`config.mk`:
```
export PLATFORM = sky130hd
export DESIGN_NAME = block_buffer_cache_lru
export DESIGN_NICKNAME = d
export VERILOG_FILES = /design/src/bcl_pkg.sv /design/src/bcl_ram.sv /design/src/bcl_ctrl.sv /design/src/bcl_dp.sv /design/src/block_buffer_cache_lru.sv
export SDC_FILE = /design/constraint.sdc
export NUM_CORES = 2
export LEC_CHECK = 0
export BUFFER_PORTS_ARGS = -buffer_cell sky130_fd_sc_hd__buf_2
export CAP_MARGIN = 10
export CORE_UTILIZATION = 50
export DETAILED_ROUTE_END_ITERATION = 6
export PLACE_DENSITY = 0.65
export SLEW_MARGIN = 20
export SYNTH_ARGS = -nofsm -noshare
export SYNTH_HDL_FRONTEND = slang
export SYNTH_HIERARCHICAL = 1
export SYNTH_SLANG_ARGS = --single-unit
```
`constraint.sdc`:
```
create_clock -name clk_i -period 10.33 [get_ports clk_i]
set_input_delay 1.5495 -clock clk_i [delete_from_list [all_inputs] [get_ports clk_i]]
set_output_delay 1.5495 -clock clk_i [all_outputs]
set_load 0.03 [all_outputs]
```
`src/bcl_pkg.sv`:
```
// Shared types and constants for the block buffer cache directory.
// No dependencies; imported by the controller, the datapath and the top level.
package bcl_pkg;

  localparam int unsigned DEF_ENTRIES = 32;

  // action codes
  localparam logic [1:0] ACT_GET     = 2'd0;
  localparam logic [1:0] ACT_RELEASE = 2'd1;
  localparam logic [1:0] ACT_PIN     = 2'd2;
  localparam logic [1:0] ACT_UNPIN   = 2'd3;

  // status codes
  localparam logic [1:0] ST_OK        = 2'd0;
  localparam logic [1:0] ST_NOFREE    = 2'd1;
  localparam logic [1:0] ST_UNDERFLOW = 2'd2;

  // one directory entry as held in the RAM
  typedef struct packed {
    logic [7:0]  dev;
    logic [31:0] blk;
    logic [7:0]  cnt;
    logic [31:0] stamp;
  } entry_t;

  // controller -> datapath
  typedef struct packed {
    logic cap;     // capture request, clear scan results
    logic rd;      // issue a RAM read and step the address
    logic commit;  // write back and load the result register
  } ctl_cmd_t;

  // datapath -> controller
  typedef struct packed {
    logic last;      // current read address is the last one for this request
    logic out_free;  // result register can take a new result this cycle
  } dp_sts_t;

endpackage

```
`src/bcl_ram.sv`:
```
// Generic single-write, single-read RAM with registered read data.
// No dependencies.
module bcl_ram #(
  parameter int unsigned WIDTH = 80,
  parameter int unsigned DEPTH = 32,
  localparam int unsigned AW = (DEPTH > 1) ? $clog2(DEPTH) : 1
) (
  input  logic             clk_i,
  input  logic             we_i,
  input  logic [AW-1:0]    waddr_i,
  input  logic [WIDTH-1:0] wdata_i,
  input  logic             re_i,
  input  logic [AW-1:0]    raddr_i,
  output logic [WIDTH-1:0] rdata_o
);

  logic [WIDTH-1:0] mem_q [DEPTH];
  logic [WIDTH-1:0] rdata_q;

  always_ff @(posedge clk_i) begin
    if (we_i) begin
      mem_q[waddr_i] <= wdata_i;
    end
    if (re_i) begin
      rdata_q <= mem_q[raddr_i];
    end
  end

  assign rdata_o = rdata_q;

endmodule

```
`src/bcl_ctrl.sv`:
```
// Request sequencer: accept, read sweep, settle, commit.
// Depends on bcl_pkg for the command and status structs.
module bcl_ctrl import bcl_pkg::*; (
  input  logic     clk_i,
  input  logic     rst_ni,
  input  logic     in_valid_i,
  output logic     in_stall_o,
  output ctl_cmd_t cmd_o,
  input  dp_sts_t  sts_i
);

  localparam logic [1:0] S_IDLE  = 2'd0;
  localparam logic [1:0] S_READ  = 2'd1;
  localparam logic [1:0] S_WAIT  = 2'd2;
  localparam logic [1:0] S_WRITE = 2'd3;

  logic [1:0] state_q, state_d;

  always_comb begin
    state_d = state_q;
    cmd_o   = '0;
    case (state_q)
      S_IDLE: begin
        if (in_valid_i) begin
          cmd_o.cap = 1'b1;
          state_d   = S_READ;
        end
      end
      S_READ: begin
        cmd_o.rd = 1'b1;
        if (sts_i.last) begin
          state_d = S_WAIT;
        end
      end
      // last read data is evaluated here
      S_WAIT: begin
        state_d = S_WRITE;
      end
      S_WRITE: begin
        if (sts_i.out_free) begin
          cmd_o.commit = 1'b1;
          state_d      = S_IDLE;
        end
      end
      default: begin
        state_d = S_IDLE;
      end
    endcase
  end

  always_ff @(posedge clk_i or negedge rst_ni) begin
    if (!rst_ni) begin
      state_q <= S_IDLE;
    end else begin
      state_q <= state_d;
    end
  end

  assign in_stall_o = (state_q != S_IDLE);

  a_cap_idle: assert property (@(posedge clk_i) disable iff (!rst_ni)
    cmd_o.cap |=> (state_q == S_READ))
    else $error("capture did not start a read sweep");

  a_commit_ends: assert property (@(posedge clk_i) disable iff (!rst_ni)
    cmd_o.commit |=> !in_stall_o)
    else $error("controller not idle after commit");

  a_one_cmd: assert property (@(posedge clk_i) disable iff (!rst_ni)
    $onehot0({cmd_o.cap, cmd_o.rd, cmd_o.commit}))
    else $error("more than one command at once");

endmodule

```
`src/bcl_dp.sv`:
```
// Directory datapath: entry RAM, valid and written bits, scan accumulators,
// write-back and result register. Depends on bcl_pkg and bcl_ram.
module bcl_dp import bcl_pkg::*; #(
  parameter int unsigned ENTRIES = DEF_ENTRIES
) (
  input  logic        clk_i,
  input  logic        rst_ni,
  input  ctl_cmd_t    cmd_i,
  output dp_sts_t     sts_o,
  input  logic [1:0]  in_action_i,
  input  logic [7:0]  in_device_i,
  input  logic [31:0] in_block_number_i,
  input  logic [4:0]  in_entry_index_i,
  input  logic [31:0] in_tick_now_i,
  output logic        out_valid_o,
  input  logic        out_stall_i,
  output logic [4:0]  out_slot_o,
  output logic        out_hit_o,
  output logic        out_needs_fill_o,
  output logic [1:0]  out_status_o
);

  localparam int unsigned IDX_W = (ENTRIES > 1) ? $clog2(ENTRIES) : 1;
  localparam logic [IDX_W-1:0] LAST_ADDR = IDX_W'(ENTRIES - 1);

  // request
  logic [1:0]  act_q;
  logic [7:0]  dev_q;
  logic [31:0] blk_q;
  logic [4:0]  idx_q;
  logic [31:0] now_q;
  logic        idx_ok_q;

  logic [IDX_W-1:0] addr_q;
  logic [8:0]       in_idx_w;

  // entry flags: written since reset, and the valid mark
  logic [ENTRIES-1:0] init_q;
  logic [ENTRIES-1:0] vld_q;

  // read data in flight
  logic             ev_q;
  logic [IDX_W-1:0] ev_addr_q;
  logic             ev_init_q;
  logic             ev_vld_q;
  logic [$bits(entry_t)-1:0] rd_data;
  entry_t           ev_word;

  // scan accumulators
  logic             mfound_q;
  logic [IDX_W-1:0] m_idx_q;
  entry_t           m_word_q;
  logic             m_vld_q;
  logic             ffound_q;
  logic [IDX_W-1:0] f_idx_q;
  logic [31:0]      f_stamp_q;
  logic             sel_match;
  logic             sel_free;

  // write-back and result
  logic             wr_en;
  logic             set_vld;
  logic [IDX_W-1:0] wr_addr;
  entry_t           wr_word;
  logic [4:0]       res_slot;
  logic             res_hit;
  logic             res_fill;
  logic [1:0]       res_status;
  logic [7:0]       m_cnt_inc;

  logic       out_valid_q;
  logic [4:0] out_slot_q;
  logic       out_hit_q;
  logic       out_fill_q;
  logic [1:0] out_status_q;

  assign in_idx_w = {4'b0, in_entry_index_i};

  always_ff @(posedge clk_i) begin
    if (cmd_i.cap) begin
      act_q    <= in_action_i;
      dev_q    <= in_device_i;
      blk_q    <= in_block_number_i;
      idx_q    <= in_entry_index_i;
      now_q    <= in_tick_now_i;
      idx_ok_q <= (in_idx_w < 9'(ENTRIES));
    end
  end

  always_ff @(posedge clk_i) begin
    if (cmd_i.cap) begin
      addr_q <= (in_action_i == ACT_GET) ? '0 : in_idx_w[IDX_W-1:0];
    end else if (cmd_i.rd) begin
      addr_q <= addr_q + 1'b1;
    end
  end

  assign sts_o.last     = (act_q != ACT_GET) || (addr_q == LAST_ADDR);
  assign sts_o.out_free = !out_valid_q || !out_stall_i;

  bcl_ram #(
    .WIDTH ($bits(entry_t)),
    .DEPTH (ENTRIES)
  ) u_ram (
    .clk_i   (clk_i),
    .we_i    (wr_en),
    .waddr_i (wr_addr),
    .wdata_i (wr_word),
    .re_i    (cmd_i.rd),
    .raddr_i (addr_q),
    .rdata_o (rd_data)
  );

  always_ff @(posedge clk_i or negedge rst_ni) begin
    if (!rst_ni) begin
      ev_q <= 1'b0;
    end else begin
      ev_q <= cmd_i.rd;
    end
  end

  always_ff @(posedge clk_i) begin
    if (cmd_i.rd) begin
      ev_addr_q <= addr_q;
      ev_init_q <= init_q[addr_q];
      ev_vld_q  <= vld_q[addr_q];
    end
  end

  // an entry never written reads as all zero
  assign ev_word = ev_init_q ? entry_t'(rd_data) : '0;

  // non-get requests read only the addressed entry and take it as the match
  assign sel_match = ev_q && !mfound_q &&
                     ((act_q != ACT_GET) ||
                      (ev_word.dev == dev_q && ev_word.blk == blk_q));
  assign sel_free  = ev_q && (ev_word.cnt == 8'd0) &&
                     (!ffound_q || (ev_word.stamp < f_stamp_q));

  always_ff @(posedge clk_i or negedge rst_ni) begin
    if (!rst_ni) begin
      mfound_q <= 1'b0;
      ffound_q <= 1'b0;
    end else if (cmd_i.cap) begin
      mfound_q <= 1'b0;
      ffound_q <= 1'b0;
    end else begin
      if (sel_match) begin
        mfound_q <= 1'b1;
      end
      if (sel_free) begin
        ffound_q <= 1'b1;
      end
    end
  end

  always_ff @(posedge clk_i) begin
    if (sel_match) begin
      m_idx_q  <= ev_addr_q;
      m_word_q <= ev_word;
      m_vld_q  <= ev_vld_q;
    end
    if (sel_free) begin
      f_idx_q   <= ev_addr_q;
      f_stamp_q <= ev_word.stamp;
    end
  end

  assign m_cnt_inc = (m_word_q.cnt == 8'hFF) ? m_word_q.cnt : m_word_q.cnt + 8'd1;

  always_comb begin
    wr_en      = 1'b0;
    set_vld    = 1'b0;
    wr_addr    = m_idx_q;
    wr_word    = m_word_q;
    res_slot   = idx_q;
    res_hit    = 1'b0;
    res_fill   = 1'b0;
    res_status = ST_OK;
    if (act_q == ACT_GET) begin
      if (mfound_q) begin
        wr_en       = 1'b1;
        set_vld     = 1'b1;
        wr_word.cnt = m_cnt_inc;
        res_slot    = 5'(9'(m_idx_q));
        res_hit     = 1'b1;
        res_fill    = !m_vld_q;
      end else if (ffound_q) begin
        wr_en    = 1'b1;
        set_vld  = 1'b1;
        wr_addr  = f_idx_q;
        wr_word  = '{dev: dev_q, blk: blk_q, cnt: 8'd1, stamp: f_stamp_q};
        res_slot = 5'(9'(f_idx_q));
        res_fill = 1'b1;
      end else begin
        res_slot   = '0;
        res_status = ST_NOFREE;
      end
    end else if (idx_ok_q) begin
      if (act_q == ACT_PIN) begin
        wr_en       = 1'b1;
        wr_word.cnt = m_cnt_inc;
      end else if (m_word_q.cnt == 8'd0) begin
        res_status = ST_UNDERFLOW;
      end else begin
        wr_en       = 1'b1;
        wr_word.cnt = m_word_q.cnt - 8'd1;
        // only a release to zero refreshes the stamp
        if (act_q == ACT_RELEASE && m_word_q.cnt == 8'd1) begin
          wr_word.stamp = now_q;
        end
      end
    end
    if (!cmd_i.commit) begin
      wr_en   = 1'b0;
      set_vld = 1'b0;
    end
  end

  always_ff @(posedge clk_i or negedge rst_ni) begin
    if (!rst_ni) begin
      init_q <= '0;
      vld_q  <= '0;
    end else begin
      if (wr_en) begin
        init_q[wr_addr] <= 1'b1;
      end
      if (set_vld) begin
        vld_q[wr_addr] <= 1'b1;
      end
    end
  end

  always_ff @(posedge clk_i or negedge rst_ni) begin
    if (!rst_ni) begin
      out_valid_q <= 1'b0;
    end else if (cmd_i.commit) begin
      out_valid_q <= 1'b1;
    end else if (!out_stall_i) begin
      out_valid_q <= 1'b0;
    end
  end

  always_ff @(posedge clk_i) begin
    if (cmd_i.commit) begin
      out_slot_q   <= res_slot;
      out_hit_q    <= res_hit;
      out_fill_q   <= res_fill;
      out_status_q <= res_status;
    end
  end

  assign out_valid_o      = out_valid_q;
  assign out_slot_o       = out_slot_q;
  assign out_hit_o        = out_hit_q;
  assign out_needs_fill_o = out_fill_q;
  assign out_status_o     = out_status_q;

  a_commit_free: assert property (@(posedge clk_i) disable iff (!rst_ni)
    cmd_i.commit |-> !(out_valid_q && out_stall_i))
    else $error("result register overwritten while stalled");

  a_commit_settled: assert property (@(posedge clk_i) disable iff (!rst_ni)
    cmd_i.commit |-> !ev_q)
    else $error("commit with read data still in flight");

  a_write_commit: assert property (@(posedge clk_i) disable iff (!rst_ni)
    wr_en |-> cmd_i.commit && (act_q != ACT_GET || mfound_q || ffound_q))
    else $error("RAM write outside a commit");

  a_hit_ok: assert property (@(posedge clk_i) disable iff (!rst_ni)
    out_valid_q && out_hit_q |-> out_status_q == ST_OK)
    else $error("hit reported with error status");

  a_nofree_quiet: assert property (@(posedge clk_i) disable iff (!rst_ni)
    out_valid_q && out_status_q == ST_NOFREE |->
      !out_hit_q && !out_fill_q && out_slot_q == 5'd0)
    else $error("no-free result carries payload");

endmodule

```
`src/block_buffer_cache_lru.sv`:
```
// Block buffer cache directory with reference counts and LRU replacement.
// Request channel (in_*) and result channel (out_*) use valid/stall: a
// transfer happens at a rising edge with valid high and stall low.
// Every request transfer gives exactly one result transfer, in order.
// Actions: get looks up (device, block_number); on a miss it claims the
// free entry with the oldest release stamp. Release, pin and unpin adjust
// the count of the entry named by entry_index.
// A get sweeps every entry: the entry RAM has one read port and is swept
// one entry per cycle. Release, pin and unpin read only the entry named
// by entry_index. A new request is taken once the previous one has
// committed, even while its result still waits.
// When out_stall_i holds the result, the result register keeps it and the
// next request stops before commit until the register is free.
// Reset clears all control and marks every entry as zero (tags, count,
// stamp); no clearing pass is needed.
// Depends on bcl_pkg, bcl_ctrl, bcl_dp and bcl_ram.
module block_buffer_cache_lru import bcl_pkg::*; #(
  parameter int unsigned ENTRIES = DEF_ENTRIES
) (
  input  logic        clk_i,
  input  logic        rst_ni,
  input  logic        in_valid_i,
  output logic        in_stall_o,
  input  logic [1:0]  in_action_i,
  input  logic [7:0]  in_device_i,
  input  logic [31:0] in_block_number_i,
  input  logic [4:0]  in_entry_index_i,
  input  logic [31:0] in_tick_now_i,
  output logic        out_valid_o,
  input  logic        out_stall_i,
  output logic [4:0]  out_slot_o,
  output logic        out_hit_o,
  output logic        out_needs_fill_o,
  output logic [1:0]  out_status_o
);

  ctl_cmd_t cmd;
  dp_sts_t  sts;

  bcl_ctrl u_ctrl (
    .clk_i      (clk_i),
    .rst_ni     (rst_ni),
    .in_valid_i (in_valid_i),
    .in_stall_o (in_stall_o),
    .cmd_o      (cmd),
    .sts_i      (sts)
  );

  bcl_dp #(
    .ENTRIES (ENTRIES)
  ) u_dp (
    .clk_i             (clk_i),
    .rst_ni            (rst_ni),
    .cmd_i             (cmd),
    .sts_o             (sts),
    .in_action_i       (in_action_i),
    .in_device_i       (in_device_i),
    .in_block_number_i (in_block_number_i),
    .in_entry_index_i  (in_entry_index_i),
    .in_tick_now_i     (in_tick_now_i),
    .out_valid_o       (out_valid_o),
    .out_stall_i       (out_stall_i),
    .out_slot_o        (out_slot_o),
    .out_hit_o         (out_hit_o),
    .out_needs_fill_o  (out_needs_fill_o),
    .out_status_o      (out_status_o)
  );

endmodule
```
# ---- Yosys cells after proc, flatten, opt, wreduce, memory -nomap -nowiden
# Memory sizes are Yosys's and may differ from the RTL's. A register that Yosys moved wholly into a read port is not among the register bits.
# Cells that the tools add are included.
dict set report word_totals {
  register_bits 294
  mem_count 1
  wordCells 143
  ram_bits 2560
  input_bits 83
}
# name words word_bits rd rd_ports_with_merged_regs wr line_no
set mem_list {}
lappend mem_list {u_dp.u_ram.mem_q 32 80 1 1 1 bcl_ram.sv:17} ;# logic [WIDTH-1:0] mem_q [DEPTH];
dict set report op_classes {
  n_eq_ne 14
  mux 62
  n_addsub 3
  reduce_logical 27
  order_cmp 5
  n_bitwise 2
}
# op count
set op_table {}
lappend op_table {{$mux 40} 5}
lappend op_table {{$mux 80} 2}
lappend op_table {{$mux 32} 3}
lappend op_table {{$or 32x32->32} 2}
lappend op_table {{$mux 5} 9}
lappend op_table {{$eq 32x32->1} 1}
lappend op_table {{$lt 32x32->1} 1}
lappend op_table {{$mux 1} 28}
lappend op_table {{$mux 8} 3}
lappend op_table {{$lt 5x6->1 const B} 3}
lappend op_table {{$logic_not 8->1} 2}
lappend op_table {{$mux 2} 8}
lappend op_table {{$bmux 1 s5} 2}
lappend op_table {{$reduce_bool 2->1} 5}
lappend op_table {{$add 8x1->8 const B} 1}
lappend op_table {{$eq 8x1->1 const B} 1}
lappend op_table {{$eq 8x8->1} 1}
lappend op_table {{$eq 8x8->1 const B} 1}
lappend op_table {{$pmux 2 s4} 1}
lappend op_table {{$sub 8x1->8 const B} 1}
lappend op_table {{$logic_and 1x1->1} 7}
lappend op_table {{$eq 2x2->1 const B} 3}
lappend op_table {{$logic_not 2->1} 3}
lappend op_table {{$ne 2x2->1 const B} 3}
lappend op_table {{9 further kinds} 17}

# ---- Logic depth before layout (Yosys ltp)
dict set report logic_depth {
  ltp_word 8
  depth_mapped 12
}

# ---- Modules after synthesis
# Netlist, hierarchy kept.
# module seq_area_each_um2 n_inst area_per_inst_um2 cells_per_inst
set modules_own_cells {}
lappend modules_own_cells {bcl_ram 79276.0 1 99695.6 4682}
lappend modules_own_cells {bcl_dp 8398.1 1 13604.3 1130}
lappend modules_own_cells {bcl_ctrl 50.0 1 181.4 19}

# ---- Worst setup path before layout
# OpenSTA, ideal clock, no wires.
dict set report synth_timing {
  path_type {flip-flop to flip-flop}
  from {register u_dp.ev_init_q}
  to {register u_dp.m_idx_q[0] (enable)}
  setup_ns 0.649
  n_path_buf 3
  setup_slack_ns 2.096
  required_time_ns 9.681
  path_stages_with_launch 8
  t_arrival_ns 7.585
  path_cell_list {edfxtp_1 clkbuf_1 clkbuf_1 clkbuf_1 a22oi_1 a31oi_1 nand4_1 o21ai_0}
}
dict set report synth_via {
  elab_chain_cells 5
}
# item line_no
set synth_rtl {}
lappend synth_rtl {{start, declared} bcl_dp.sv:44} ;# logic ev_init_q;
lappend synth_rtl {{start signal, assigned} bcl_dp.sv:125} ;# ev_init_q <= init_q[addr_q];
lappend synth_rtl {{$mux 80 (*)} bcl_dp.sv:131} ;# assign ev_word = ev_init_q ? entry_t'(rd_data) : '0;
lappend synth_rtl {{$eq 32x32->1 / $eq 8x8->1 (equally long branches)} bcl_dp.sv:136} ;# (ev_word.dev == dev_q && ev_word.blk == blk_q));
lappend synth_rtl {{$logic_and 1x1->1 (*)} bcl_dp.sv:136}
lappend synth_rtl {{$logic_or 1x1->1 (*)} bcl_dp.sv:135} ;# ((act_q != ACT_GET) ||
lappend synth_rtl {{$logic_and 1x1->1 (*)} bcl_dp.sv:134} ;# assign sel_match = ev_q && !mfound_q &&
lappend synth_rtl {{via u_dp.sel_match} bcl_dp.sv:57} ;# logic sel_match;
lappend synth_rtl {{end signal, assigned} bcl_dp.sv:159} ;# m_idx_q <= ev_addr_q;
lappend synth_rtl {{end, declared} bcl_dp.sv:51} ;# logic [IDX_W-1:0] m_idx_q;
# Mark *: on every way through the listed nets, which the timed path passes. The rest lies on a longest branch.
# A chain may end at the register's enable or synchronous reset.

# ---- Worst setup path in the final report
dict set report layout_timing {
  from {register u_dp.act_q[0]}
  to {memory u_dp.u_ram.mem_q[18][53] (enable)}
}
# item line_no
set layout_rtl {}
lappend layout_rtl {{start, declared} bcl_dp.sv:27} ;# logic [1:0] act_q;
lappend layout_rtl {{start signal, assigned} bcl_dp.sv:81} ;# act_q <= in_action_i;
lappend layout_rtl {{$logic_not 2->1} bcl_dp.sv:180} ;# if (act_q == ACT_GET) begin
lappend layout_rtl {{$mux 5} bcl_dp.sv:180}
lappend layout_rtl {{via u_dp.wr_addr[0]} bcl_dp.sv:63} ;# logic [IDX_W-1:0] wr_addr;
lappend layout_rtl {{end, declared} bcl_ram.sv:17}
# The timed path passes the listed nets, and every way through them passes these cells.

==> impl_metrics.py <==
metrics = {
    "flow_run": {
        "maxCapViolations": 0,
    },
    "sta": {
        "max_clock_freq_ghz": 0.171,
        "post_route_minimum_period_ns": 5.84,
        "headroom_to_the_max_slew_limit_pct": 17.5,
        "grt_setup_unrepaired": "false",
        "setup_skew_ns": 0.0715,
        "hold_viol_final": 0,
        "least_margin_pin_slew_ns": 1.23,
        "setup_violations": 0,
        "period_share_pct": 56.5,
        "final-max-slew-violation-count": 0,
        "fin_tns_setup_ns": 0,
    },
    "logic_synthesis": {
        "synth_simple_gate_area_share_pct": 2.97,
        "synth_xor_xnor_area_share_pct": 0.147,
        "post_synth_instance_area_um2": 113000,
        "share_of_the_synthesized_area_in_compound_gates_ao_oa_aoi_oai_pct": 4.98,
        "synthesis.instances": 5831,
        "synth-seq-area-share_pct": 77.3,
        "largest_family_of_logic_cells_by_synthesized_area": "multiplexers",
        "postSynth.asyncResetShare_pct": 2.39,
        "synthesis.nets": 5956,
        "synth_fa_ha_area_share_pct": 0.463,
        "postSynthAreaPerCell_um2": 19.5,
        "synth.distinct_cells": 67,
        "synth.yosys.warnings": 6,
        "post_synthesis_register_bit_count": 2933,
        "multiplexer_share_of_the_synthesized_area_pct": 12.5,
        "synth-edff-count": 2863,
        "ys_dominant_reg_cell": "edfxtp_1",
    },
    "worst_setup_path": {
        "worst_path_max_delay_cell": "nor2_4",
        "cp_top_family": "simple AND/OR/NAND/NOR gates",
        "crit_path_start_kind": "flip-flop",
        "path_cells": "or2_1, nor3_4, buf_4, mux2i_1, inv_1, nand3b_1, nor2_4, buf_4, buf_4",
        "crit_path_max_fanout": 39,
        "crit_path_frequent_cell": "buf_4",
        "crit_path_max_incr_delay_ns": 0.97,
        "timing_worst_setup_path_type": "reg -> reg",
        "cp.buffers_inverters": 4,
        "worstPathArrival_ns": 6.37,
        "cp-end-kind": "flip-flop",
        "cp.required_ns": 10.86,
    },
    "final_layout": {
        "fillCellCount": 16653,
        "register_area_um2": 87700,
        "layout_commonest_cell": "edfxtp_1",
        "syn_to_final_growth_pct": 12.8,
        "num-nets-final": 6229,
        "layout_common_cells": "2,863 x edfxtp_1, 646 x mux2i_1, 435 x a22oi_1, 340 x mux4_2, 316 x clkbuf_16",
        "post_route_cells_drive_above_1_share_pct": 18.2,
        "multi_input_area_um2": 24700,
    },
    "die": {
        "initial_utilization_pct": 50.4,
        "die_y_um": 478,
        "top_level_i_o_count": 94,
        "coreArea_um2": 225000,
        "dieWidth_um": 478,
        "standard_cell_row_count": 174,
        "dieArea_um2": 229000,
    },
    "pwr": {
        "cell_internal_pwr_w": 0.0244,
        "switching_share_pct": 32.9,
        "p_comb_share_pct": 28.9,
        "power.density_cell_area_nw_per_um2": 284,
        "ir_worst_vdd_uv": 259,
        "clock_power_share_pct": 29.0,
        "p_leak_nw": 42.5,
        "power_switching_w": 0.0120,
        "post-layout-total-power_w": 0.0363,
        "share_seq_of_total_power_pct": 42.1,
    },
    "cts": {
        "cts_tree": "yes",
        "cts_resized": 0,
        "htreeDepth": 5,
        "clock_sink_count": 2933,
        "clock_tree.buffer_depth": 4,
        "worstSkewPairLatency_ns": 0.96,
        "cts_inserted_buffers": 309,
        "ctsRootBufferMaster": "clkbuf_16",
        "hold_buffers": 0,
        "post_cts.repair.setup_buffers": 0,
        "clkSlewWorstSetupHoldPaths_ns": 0.06,
    },
    "global_route": {
        "grt_util_all_layers_pct": 27.1,
        "first_pass_grt_wire_length_um": 437000,
        "antenna_found_initial": 23,
        "grt_pass1_vias": 57694,
        "global_route.overflow_total": 0,
        "grt_max_degree": 121,
    },
    "drt": {
        "drtPass1Iterations": 7,
        "ant_nets": 0,
        "route.vias.total": 59668,
        "detail_route.vias_per_cell": 6.40,
        "drt_first_iter_violations": 8190,
        "wl_um": 311000,
        "routedWlPerCell_um": 33.4,
        "drcViolationCount": 27,
    },
    "run_status": {
        "violated_checks": "design-rule violations",
        "status": "finished, violations left",
    },
    "placed_design": {
        "place_hpwl_um": 186000,
        "port_buffers": 93,
        "gp_congestion": 0.879,
    },
    "min_path": {
        "holdCritPathClass": "reg -> reg",
    },
}
[worst reg2reg max path: cells and delay by family (launching register included)]
kind	cells	cell delay (ns)
buffers and inverters	4	1.95
DFF	1	0.55
muxes	1	0.45
and+or+nand+nor	4	2.36
[Yosys cell counts (5+ instances only)]
| library cell | n | share of area, % |
|---|---|---|
| mux2i_1 | 646 | 5.7 |
| nand2_1 | 154 | 0.51 |
| buf_6 | 18 | 0.18 |
| buf_4 | 25 | 0.17 |
| and3_1 | 6 | 0.033 |
| ha_1 | 42 | 0.46 |
| nand2b_1 | 6 | 0.033 |
| clkbuf_1 | 139 | 0.46 |
| a221oi_1 | 5 | 0.039 |
| nor3_1 | 7 | 0.031 |
| or3_1 | 5 | 0.028 |
| inv_1 | 92 | 0.30 |
| buf_1 | 10 | 0.033 |
| o22ai_1 | 51 | 0.28 |
| a22o_1 | 45 | 0.35 |
| xor2_1 | 10 | 0.077 |
| edfxtp_1 | 2863 | 76 |
| a21o_1 | 13 | 0.086 |
| a31o_2 | 5 | 0.039 |
| nor2_1 | 94 | 0.31 |
| mux4_2 | 340 | 6.7 |
| a22oi_1 | 435 | 2.9 |
| a31oi_1 | 48 | 0.26 |
| nand3b_1 | 11 | 0.073 |
| nand4b_1 | 5 | 0.039 |
| and2_1 | 90 | 0.50 |
| a21oi_1 | 63 | 0.28 |
| o21ai_0 | 38 | 0.17 |
| o21bai_1 | 65 | 0.43 |
| xnor2_1 | 9 | 0.069 |
| nor4_1 | 9 | 0.050 |
| nor2b_1 | 21 | 0.12 |
| dfrtp_1 | 70 | 1.5 |
| nand4_1 | 53 | 0.29 |
| a32oi_1 | 5 | 0.039 |
| nand3_1 | 170 | 0.75 |
| nor4bb_1 | 5 | 0.044 |
| buf_2 | 115 | 0.51 |
[stage by stage]
stage | hold slack (ns) | util (%) | setup WS [ns] | instance area (µm²) | cells
2_1_floorplan | 0.400 | - | 2.10 | 113000 | 5831
3_3_place_gp | 0.414 | 52.6 | 4.57 | 118000 | 8780
3_5_place_dp | 0.419 | 52.6 | 4.46 | 118000 | 8782
4_1_cts | 0.444 | 56.8 | 4.62 | 128000 | 9314
5_1_grt | 0.447 | 56.9 | 4.33 | 128000 | 9318
6_report | 0.447 | 56.9 | 4.49 | 128000 | 9324
[kinds of logic after synthesis]
family | Yosys count
simple gates | 657
buf+inv | 400
xor+xnor | 19
flops | 2933
mux | 989
fa+ha+maj | 42
compound gates | 791
[path summary, 6_finish.rpt]
path	start	to	slack (ns)	cells after the start
min in group asynchronous	rst_ni	u_ctrl/state_q[0]$_DFFE_PN0P_	0.87	2
worst min register to register	u_dp/ev_addr_q[2]$_DFFE_PP_	u_dp/m_idx_q[2]$_DFFE_PP_	0.45	0
max in group asynchronous	rst_ni	u_dp/init_q[27]$_DFFE_PN0P_	8.82	2
worst min-delay path	u_dp/ev_addr_q[2]$_DFFE_PP_	u_dp/m_idx_q[2]$_DFFE_PP_	0.45	0
worst max-delay path	u_dp/act_q[0]$_DFFE_PP_	u_dp/u_ram/mem_q[18][53]$_DFFE_PP_	4.49	9
worst max register to register	u_dp/act_q[0]$_DFFE_PP_	u_dp/u_ram/mem_q[18][53]$_DFFE_PP_	4.49	9
[power groups by stage]
stage                     sequential, W  combinational [W]  clock, W
final                            0.0153             0.0105    0.0105
after global routing             0.0154             0.0109    0.0111
after CTS                        0.0153             0.0104    0.0107
after detailed placement         0.0155             0.0104         0
after global placement           0.0155             0.0103         0
after floorplan                  0.0154            0.00638         0
[flip-flops by register name, indices dropped and copies added (netlist names), 5 cells and up]
signal and cells:
u_dp/now_q 32, u_dp/out_slot_o 5, u_dp/m_idx_q 5, u_dp/f_stamp_q 32, u_dp/f_idx_q 5, u_dp/ev_addr_q 5, u_dp/addr_q 5, u_dp/init_q 32
u_dp/dev_q 8, u_dp/u_ram/rdata_o 80, u_dp/blk_q 32, u_dp/u_ram/mem_q 2560, u_dp/vld_q 32, u_dp/idx_q 5, u_dp/m_word_q 80
[layer usage]
layer / vias up / wire length, µm / global-route usage [%]
li1: 24430 / - / -
met1: 31445 / 124000 / 38.8
met2: 3270 / 145000 / 42.0
met3: 517 / 30900 / 5.22
met4: 6 / 10800 / 8.94
met5: - / 41 / 0
[final cells by class]
| type | count | share of cell area (%) |
|---|---|---|
| Tap cell | 2992 | 2.92 |
| Sequential cell | 2933 | 68.5 |
| Clock inverter | 160 | 1.02 |
| Inverter | 92 | 0.270 |
| Timing Repair Buffer | 270 | 1.59 |
| Multi-Input combinational cell | 2498 | 19.3 |
| Clock buffer | 372 | 6.34 |
| Antenna cell | 7 | 0.0137 |
No activity file was read; power rests on OpenSTA's default activity.
